<file path="config.mk">
export PLATFORM = sky130hd
export DESIGN_NAME = sorted_key_value_table
export DESIGN_NICKNAME = d
export VERILOG_FILES = /design/src/skvt_pkg.sv /design/src/skvt_ram.sv /design/src/sorted_key_value_table.sv
export SDC_FILE = /design/constraint.sdc
export NUM_CORES = 1
export LEC_CHECK = 0
export BUFFER_PORTS_ARGS = -buffer_cell sky130_fd_sc_hd__buf_4
export CORE_ASPECT_RATIO = 0.9
export CORE_MARGIN = 5
export CORE_UTILIZATION = 45
export CTS_BUF_LIST = sky130_fd_sc_hd__clkbuf_4 sky130_fd_sc_hd__clkbuf_8 sky130_fd_sc_hd__clkbuf_16
export CTS_CLUSTER_DIAMETER = 120
export DETAILED_ROUTE_END_ITERATION = 7
export GPL_TIMING_DRIVEN = 0
export PLACE_DENSITY = 0.71
export SETUP_SLACK_MARGIN = 0.4
export SLEW_MARGIN = 20
export SYNTH_ARGS = -nofsm -noshare
export SYNTH_HDL_FRONTEND = slang
export SYNTH_SLANG_ARGS = --single-unit
</file>
<file path="constraint.sdc">
create_clock -name clock -period 9.23 [get_ports clock]
set_input_delay 1.846 -clock clock [delete_from_list [all_inputs] [get_ports clock]]
set_output_delay 1.846 -clock clock [all_outputs]
set_load 0.05 [all_outputs]
</file>
<file path="src/skvt_pkg.sv">
// Shared constants and types for the sorted key/value table.
package skvt_pkg;

   localparam int CAPACITY = 16;
   localparam int IDX_W    = (CAPACITY > 1) ? $clog2(CAPACITY) : 1;
   localparam int CNT_W    = $clog2(CAPACITY + 1);
   localparam int KEY_W    = 32;
   localparam int VAL_W    = 32;
   localparam int CMD_W    = 2;
   localparam int STAT_W   = 3;
   localparam int COUNT_W  = 5;

   typedef enum logic [CMD_W-1:0] {
      CMD_INSERT = 2'd0,
      CMD_REMOVE = 2'd1,
      CMD_LOOKUP = 2'd2,
      CMD_CLEAR  = 2'd3
   } cmd_type;

   typedef enum logic [STAT_W-1:0] {
      STAT_INSERTED  = 3'd0,
      STAT_UPDATED   = 3'd1,
      STAT_REMOVED   = 3'd2,
      STAT_FOUND     = 3'd3,
      STAT_NOT_FOUND = 3'd4,
      STAT_FULL      = 3'd5,
      STAT_CLEARED   = 3'd6
   } status_type;

   typedef struct packed {
      logic [KEY_W-1:0] key;
      logic [VAL_W-1:0] value;
   } entry_type;

   typedef struct packed {
      logic                 wr_en;
      logic [IDX_W-1:0]     wr_addr;
      entry_type            wr_data;
      logic [IDX_W-1:0]     rd_addr;
   } ram_ctrl_type;

endpackage

</file>
<file path="src/skvt_ram.sv">
// Entry store: one write port, one read port, registered read data.
module skvt_ram (
   input  logic                  clock,
   input  skvt_pkg::ram_ctrl_type ctrl,
   output skvt_pkg::entry_type   rd_data
);

   skvt_pkg::entry_type mem [skvt_pkg::CAPACITY];
   skvt_pkg::entry_type rd_data_ff;

   always_ff @(posedge clock) begin
      if (ctrl.wr_en) begin
         mem[ctrl.wr_addr] <= ctrl.wr_data;
      end
      rd_data_ff <= mem[ctrl.rd_addr];
   end

   assign rd_data = rd_data_ff;

endmodule

</file>
<file path="src/sorted_key_value_table.sv">
// Sorted key/value table: top level with command sequencer and entry store.
// Steps: clear answers straight from idle; other commands scan the store from slot 0 to the
// deciding slot; insert then moves later entries up one slot at a time and places the new
// entry, remove moves later entries down one slot at a time. The next command is taken in
// the cycle the result is out, and the receiver cannot stall the result.
// Reset clears the entry count and control; store contents stay as they are.
module sorted_key_value_table (
   input  logic                               clock,
   input  logic                               reset,
   input  logic                               start,
   output logic                               busy,
   input  logic [skvt_pkg::CMD_W-1:0]         req_cmd,
   input  logic signed [skvt_pkg::KEY_W-1:0]  req_key_in,
   input  logic signed [skvt_pkg::VAL_W-1:0]  req_value_in,
   output logic                               rsp_strobe,
   output logic [skvt_pkg::STAT_W-1:0]        rsp_status,
   output logic signed [skvt_pkg::VAL_W-1:0]  rsp_value_out,
   output logic [skvt_pkg::COUNT_W-1:0]       rsp_entry_count
);

   localparam int CNT_W = skvt_pkg::CNT_W;
   localparam int IDX_W = skvt_pkg::IDX_W;

   typedef enum logic [4:0] {
      ST_IDLE     = 5'b00001,
      ST_SEARCH   = 5'b00010,
      ST_SHIFT_UP = 5'b00100,
      ST_PLACE    = 5'b01000,
      ST_SHIFT_DN = 5'b10000
   } fsm_type;

   fsm_type                        state_ff, state_in;
   skvt_pkg::cmd_type              cmd_ff, cmd_in;
   logic [skvt_pkg::KEY_W-1:0]     key_ff, key_in;
   logic [skvt_pkg::VAL_W-1:0]     val_ff, val_in;
   logic [CNT_W-1:0]               used_ff, used_in;
   logic [CNT_W-1:0]               idx_ff, idx_in;
   logic [CNT_W-1:0]               pos_ff, pos_in;
   logic                           rsp_valid_ff, rsp_valid_in;
   skvt_pkg::status_type           rsp_status_ff, rsp_status_in;
   logic [skvt_pkg::VAL_W-1:0]     rsp_value_ff, rsp_value_in;
   logic [skvt_pkg::COUNT_W-1:0]   rsp_count_ff, rsp_count_in;

   skvt_pkg::ram_ctrl_type         ram_ctrl;
   skvt_pkg::entry_type            rd_data;

   // decision inputs from the scan
   logic                           dec_go;
   logic [CNT_W-1:0]               dec_pos;
   logic                           dec_match;
   logic [CNT_W-1:0]               idx_next;
   logic [CNT_W-1:0]               idx_prev;
   logic [CNT_W-1:0]               rd_addr;
   logic                           key_ge;

   skvt_ram u_ram (
      .clock   (clock),
      .ctrl    (ram_ctrl),
      .rd_data (rd_data)
   );

   assign idx_next = CNT_W'(idx_ff + 1'b1);
   assign idx_prev = CNT_W'(idx_ff - 1'b1);
   assign key_ge   = $signed(rd_data.key) >= $signed(key_ff);

   // end of scan: first slot not below the key, or end of table
   always_comb begin
      dec_go    = 1'b0;
      dec_pos   = idx_ff;
      dec_match = 1'b0;
      if (state_ff == ST_SEARCH) begin
         if (used_ff == '0) begin
            dec_go  = 1'b1;
            dec_pos = '0;
         end else if (key_ge) begin
            dec_go    = 1'b1;
            dec_pos   = idx_ff;
            dec_match = (rd_data.key == key_ff);
         end else if (idx_next == used_ff) begin
            dec_go  = 1'b1;
            dec_pos = used_ff;
         end
      end
   end

   always_comb begin
      state_in      = state_ff;
      cmd_in        = cmd_ff;
      key_in        = key_ff;
      val_in        = val_ff;
      used_in       = used_ff;
      idx_in        = idx_ff;
      pos_in        = pos_ff;
      rsp_valid_in  = 1'b0;
      rsp_status_in = rsp_status_ff;
      rsp_value_in  = '0;
      rd_addr       = '0;
      ram_ctrl.wr_en         = 1'b0;
      ram_ctrl.wr_addr       = '0;
      ram_ctrl.wr_data.key   = key_ff;
      ram_ctrl.wr_data.value = val_ff;

      case (state_ff)
         ST_IDLE: begin
            if (start) begin
               cmd_in = skvt_pkg::cmd_type'(req_cmd);
               key_in = req_key_in;
               val_in = req_value_in;
               if (skvt_pkg::cmd_type'(req_cmd) == skvt_pkg::CMD_CLEAR) begin
                  used_in       = '0;
                  rsp_valid_in  = 1'b1;
                  rsp_status_in = skvt_pkg::STAT_CLEARED;
               end else begin
                  idx_in   = '0;
                  rd_addr  = '0;
                  state_in = ST_SEARCH;
               end
            end
         end

         ST_SEARCH: begin
            if (dec_go) begin
               pos_in   = dec_pos;
               state_in = ST_IDLE;
               case (cmd_ff)
                  skvt_pkg::CMD_LOOKUP: begin
                     rsp_valid_in = 1'b1;
                     if (dec_match) begin
                        rsp_status_in = skvt_pkg::STAT_FOUND;
                        rsp_value_in  = rd_data.value;
                     end else begin
                        rsp_status_in = skvt_pkg::STAT_NOT_FOUND;
                     end
                  end
                  skvt_pkg::CMD_INSERT: begin
                     if (dec_match) begin
                        ram_ctrl.wr_en   = 1'b1;
                        ram_ctrl.wr_addr = dec_pos[IDX_W-1:0];
                        rsp_valid_in     = 1'b1;
                        rsp_status_in    = skvt_pkg::STAT_UPDATED;
                     end else if (used_ff == CNT_W'(skvt_pkg::CAPACITY)) begin
                        rsp_valid_in  = 1'b1;
                        rsp_status_in = skvt_pkg::STAT_FULL;
                     end else if (dec_pos == used_ff) begin
                        // append at the end
                        ram_ctrl.wr_en   = 1'b1;
                        ram_ctrl.wr_addr = dec_pos[IDX_W-1:0];
                        used_in          = CNT_W'(used_ff + 1'b1);
                        rsp_valid_in     = 1'b1;
                        rsp_status_in    = skvt_pkg::STAT_INSERTED;
                     end else begin
                        // open a gap: move entries up from the top
                        idx_in   = used_ff;
                        rd_addr  = CNT_W'(used_ff - 1'b1);
                        state_in = ST_SHIFT_UP;
                     end
                  end
                  skvt_pkg::CMD_REMOVE: begin
                     if (!dec_match) begin
                        rsp_valid_in  = 1'b1;
                        rsp_status_in = skvt_pkg::STAT_NOT_FOUND;
                     end else if (CNT_W'(dec_pos + 1'b1) == used_ff) begin
                        used_in       = CNT_W'(used_ff - 1'b1);
                        rsp_valid_in  = 1'b1;
                        rsp_status_in = skvt_pkg::STAT_REMOVED;
                     end else begin
                        // close the gap: move entries down
                        idx_in   = dec_pos;
                        rd_addr  = CNT_W'(dec_pos + 1'b1);
                        state_in = ST_SHIFT_DN;
                     end
                  end
                  default: begin
                     rsp_valid_in  = 1'b1;
                     rsp_status_in = skvt_pkg::STAT_CLEARED;
                     used_in       = '0;
                  end
               endcase
            end else begin
               // advance the scan
               idx_in  = idx_next;
               rd_addr = idx_next;
            end
         end

         ST_SHIFT_UP: begin
            ram_ctrl.wr_en   = 1'b1;
            ram_ctrl.wr_addr = idx_ff[IDX_W-1:0];
            ram_ctrl.wr_data = rd_data;
            idx_in           = idx_prev;
            if (idx_prev == pos_ff) begin
               state_in = ST_PLACE;
            end else begin
               rd_addr = CNT_W'(idx_prev - 1'b1);
            end
         end

         ST_PLACE: begin
            ram_ctrl.wr_en   = 1'b1;
            ram_ctrl.wr_addr = pos_ff[IDX_W-1:0];
            used_in          = CNT_W'(used_ff + 1'b1);
            rsp_valid_in     = 1'b1;
            rsp_status_in    = skvt_pkg::STAT_INSERTED;
            state_in         = ST_IDLE;
         end

         ST_SHIFT_DN: begin
            ram_ctrl.wr_en   = 1'b1;
            ram_ctrl.wr_addr = idx_ff[IDX_W-1:0];
            ram_ctrl.wr_data = rd_data;
            idx_in           = idx_next;
            if (CNT_W'(idx_next + 1'b1) == used_ff) begin
               used_in       = CNT_W'(used_ff - 1'b1);
               rsp_valid_in  = 1'b1;
               rsp_status_in = skvt_pkg::STAT_REMOVED;
               state_in      = ST_IDLE;
            end else begin
               rd_addr = CNT_W'(idx_next + 1'b1);
            end
         end

         default: begin
            state_in = ST_IDLE;
         end
      endcase

      ram_ctrl.rd_addr = rd_addr[IDX_W-1:0];
      rsp_count_in     = skvt_pkg::COUNT_W'(used_in);
   end

   always_ff @(posedge clock) begin
      if (reset) begin
         state_ff     <= ST_IDLE;
         used_ff      <= '0;
         rsp_valid_ff <= 1'b0;
      end else begin
         state_ff     <= state_in;
         used_ff      <= used_in;
         rsp_valid_ff <= rsp_valid_in;
      end
   end

   always_ff @(posedge clock) begin
      cmd_ff        <= cmd_in;
      key_ff        <= key_in;
      val_ff        <= val_in;
      idx_ff        <= idx_in;
      pos_ff        <= pos_in;
      rsp_status_ff <= rsp_status_in;
      rsp_value_ff  <= rsp_value_in;
      rsp_count_ff  <= rsp_count_in;
   end

   assign busy            = (state_ff != ST_IDLE);
   assign rsp_strobe      = rsp_valid_ff;
   assign rsp_status      = rsp_status_ff;
   assign rsp_value_out   = rsp_value_ff;
   assign rsp_entry_count = rsp_count_ff;

endmodule

</file>
==> results.md <==
* Status: finished clean
* Main synth FF type: edfxtp_1
* WL final at ~130 mm
* Flop-to-flop setup slack at around 1700 ps
* Type of the worst min-delay path: reg2reg
* H-tree Lvls at 3
* Initial antenna violation count at 2
* Via count at 29800
* Max Cap Violations at 0
* R2r worst-path depth at 26
* Yosys Warn Count at 0
* DR DRC count at 0
* Vias per cell at 5.65
* Inst Count DP at 5062
* Crit path max fanout at 10
* Max Freq at 132 MHz
* Worst slew pin tran at 1190 ps
* HPWL Detailed at 86.0 mm
* Synth top area share at 0.672
* Post CTS Setup Buffer Count at 0
* Internal Pwr Total at approximately 0.0092 W
* Syn Std Cell Area at 49300 um^2
* Seq pwr share at 0.526
* Leakage power at 23.2 nW
* Nets at ~3800
* Largest net degree at the start of global routing at 39
* Detailed Routing Iterations Pass 1 at 8
* Final Slew Violations at 0
* Die W at around 360 um
* Ports at 111
* CTS clock-pin slew for the worst setup and hold paths at 60 ps
* Initial Utilization at 0.452
* Synth-to-layout area growth at 16.9%
* Ys async rst share at 0
* Row cnt at 115
* Power share of the clock group at 0.416
* Tot GR Track Use at 0.216
* Post-CTS Resized at 0
* Crit Path Category: reg2reg
* Netlist cell types at 86
* Gate Count Post-Synth at 3427
* Die height at 324 um
* Max VDD drop at 162 uV
* Power per cell area at approximately 200 nW/um^2
* DR WL/cell at 24.4 um
* First-pass GRT wire length at ~190 mm
* Startpoint Class: flip-flop
* # hold bufs at CTS at 0
* Vias in the first global route at between 20000 and 30000
* Hold path depth at 1
* Total die area at about 120000 um^2
* Fin crit share at 0.821
* Yosys reg bits at approximately 1200
* PortBufs at 110
* Dpl cell area at 53600 um^2
* Congestion Overflow GR at 0
* Crit. Startpoint: key_ff[7]$_DFFE_PP_
* Commonest cells in the netlist: 1103 x edfxtp_1, 665 x nand2_1, 515 x mux2i_1
* Total CTS buffers at 115
* Switching pwr at 0.00254 W
* Post-synth top area cell: edfxtp_1
* Min Tclk post-route at 7580 ps
* Slew HR at 0.205
* Detail Route Antenna Nets at 0
* Fin Clk Skew at a little under 40 ps
* Most common cell in the netlist: edfxtp_1
* Non-filler cells, final at 5283
* Share of cells above drive strength 1 at 0.150
* Crit path required time at roughly 9700 ps
* Arrival @ worst endpoint at a little over 8000 ps
* Final setup vio count at 0
* RSZ-0062 raised after global routing: no
* Total chip power at approximately 0.012 W
* Initial DRC Count at 3772
* Clk root buf: clkbuf_16
* Finished Cell Area at a little under 60000 um^2
* Worst r2r dst: u_ram.rd_data[25]$_DFF_P_
* Routability Congestion at 0.866
* Sink Count at 1215
* Clock latency on the worst-skew pair at 710 ps
* Clk buf depth at 3
* Comb power frac at 0.058
* Core box area at approximately 110000 um^2
* EDFF count, synth at 1103
* Syn Nets at 3537
* Mean post-synth cell area at around 14 um^2
* Sw Share at 0.217
* Critical Path Sink: u_ram.rd_data[25]$_DFF_P_
* Kind of end point of the critical path: flip-flop
* Final Hold Fails at 0
* Reg2reg start: key_ff[7]$_DFFE_PP_
* CTS tree: done
* Post-route setup TNS at 0 ps
* Ranking of synthesized cells by area: edfxtp_1 67%, mux2i_1 10%, nand2_1 5.1%
* Sequential area share after synthesis at 0.717
[metrics by stage]
stage               utilization  worst slack, ps  hold slack, ps
finish                    0.528             1650             455
global route              0.528             1460             487
CTS                       0.528             1940             456
detailed placement        0.492             2030             440
global placement          0.476            -1640             441
floorplan                     -             2490             430
[sequential cells by signal, indices dropped and copies added (netlist names), 3 cells and up]
signal	cells
pos_ff	5
val_ff	32
used_ff	5
rsp_entry_count	5
u_ram.mem	1024
idx_ff	5
key_ff	32
rsp_value_out	32
state_ff	5
rsp_status	3
u_ram.rd_data	64
[layout make-up]
| class | instances | area, um^2 |
|---|---|---|
| plain buffers | 183 | 1020 |
| inverters | 51 | 191 |
| well taps | 1462 | 1830 |
| diodes | 1 | 2.50 |
| flip-flops and latches | 1215 | 35400 |
| multi-input cells | 1978 | 12900 |
| fillers | 8839 | 51400 |
| repair buffers | 173 | 2350 |
| clock inverters | 55 | 557 |
| clock buffers | 165 | 3440 |
[power groups by stage]
stage               Combinational [W]  Clock [W]  Sequential (W)
CTS                          0.000667    0.00491         0.00616
detailed placement           0.000662          0         0.00627
global placement             0.000638          0         0.00628
global route                 0.000728    0.00515         0.00616
finish                       0.000674    0.00487         0.00616
floorplan                    0.000420          0         0.00627
[cell families after synthesis]
family,share of synthesized area
multiplexers,0.107
XOR/XNOR,0.00662
flip-flops,0.717
adder cells (fa/ha/maj),0.0106
AO/OA/AOI/OAI,0.0274
AND/OR/NAND/NOR,0.107
buffers and inverters,0.0245
[critical path: stages (launching register included)]
cell and delay (ps):
edfxtp_1 320, inv_1 60, ha_1 310, nand4_1 230, nor3_1 780, a21boi_0 450, o31ai_2 210, a21oi_2 390
nor3_2 110, buf_4 200, o21ai_0 640, ha_1 420, nand2_1 110, nor2_1 90, nand2_1 60, nand3_1 80
mux2i_1 70, nor3_1 230, o21ai_0 190, a221oi_1 640, buf_2 300, buf_2 430, buf_2 450, mux2i_1 240
nand2_1 80, nand3_1 100, nand4_1 210
[cells in the final DEF, fill, tap and decap left out, types with 50 or more instances in the layout]
cell type / count
edfxtp_1: 1103
nand3_1: 268
nand4_1: 66
buf_4: 150
nand2_1: 665
dfxtp_1: 112
buf_2: 91
inv_1: 50
mux2i_1: 515
clkbuf_16: 119
[worst min-delay path by stage]
stage | startpoint | to | slack, ps
floorplan | u_ram.rd_data[0]$_DFF_P_ | rsp_value_out[0]$_SDFF_PN0_ | 430
global placement | u_ram.rd_data[5]$_DFF_P_ | rsp_value_out[5]$_SDFF_PN0_ | 440
detailed placement | u_ram.rd_data[15]$_DFF_P_ | rsp_value_out[15]$_SDFF_PN0_ | 440
CTS | u_ram.rd_data[5]$_DFF_P_ | rsp_value_out[5]$_SDFF_PN0_ | 460
global route | u_ram.rd_data[4]$_DFF_P_ | rsp_value_out[4]$_SDFF_PN0_ | 490
finish | u_ram.rd_data[5]$_DFF_P_ | rsp_value_out[5]$_SDFF_PN0_ | 450
[metal layers]
metal / vias up / track usage / routed length (um)
li1: 13300 / - / -
met1: 14800 / 0.302 / 53600
met2: 1451 / 0.344 / 59000
met3: 258 / 0.0426 / 12100
met4: 4 / 0.0698 / 4030
met5: - / 0 / 21
Note: power is estimated with default switching activity, not from simulation.
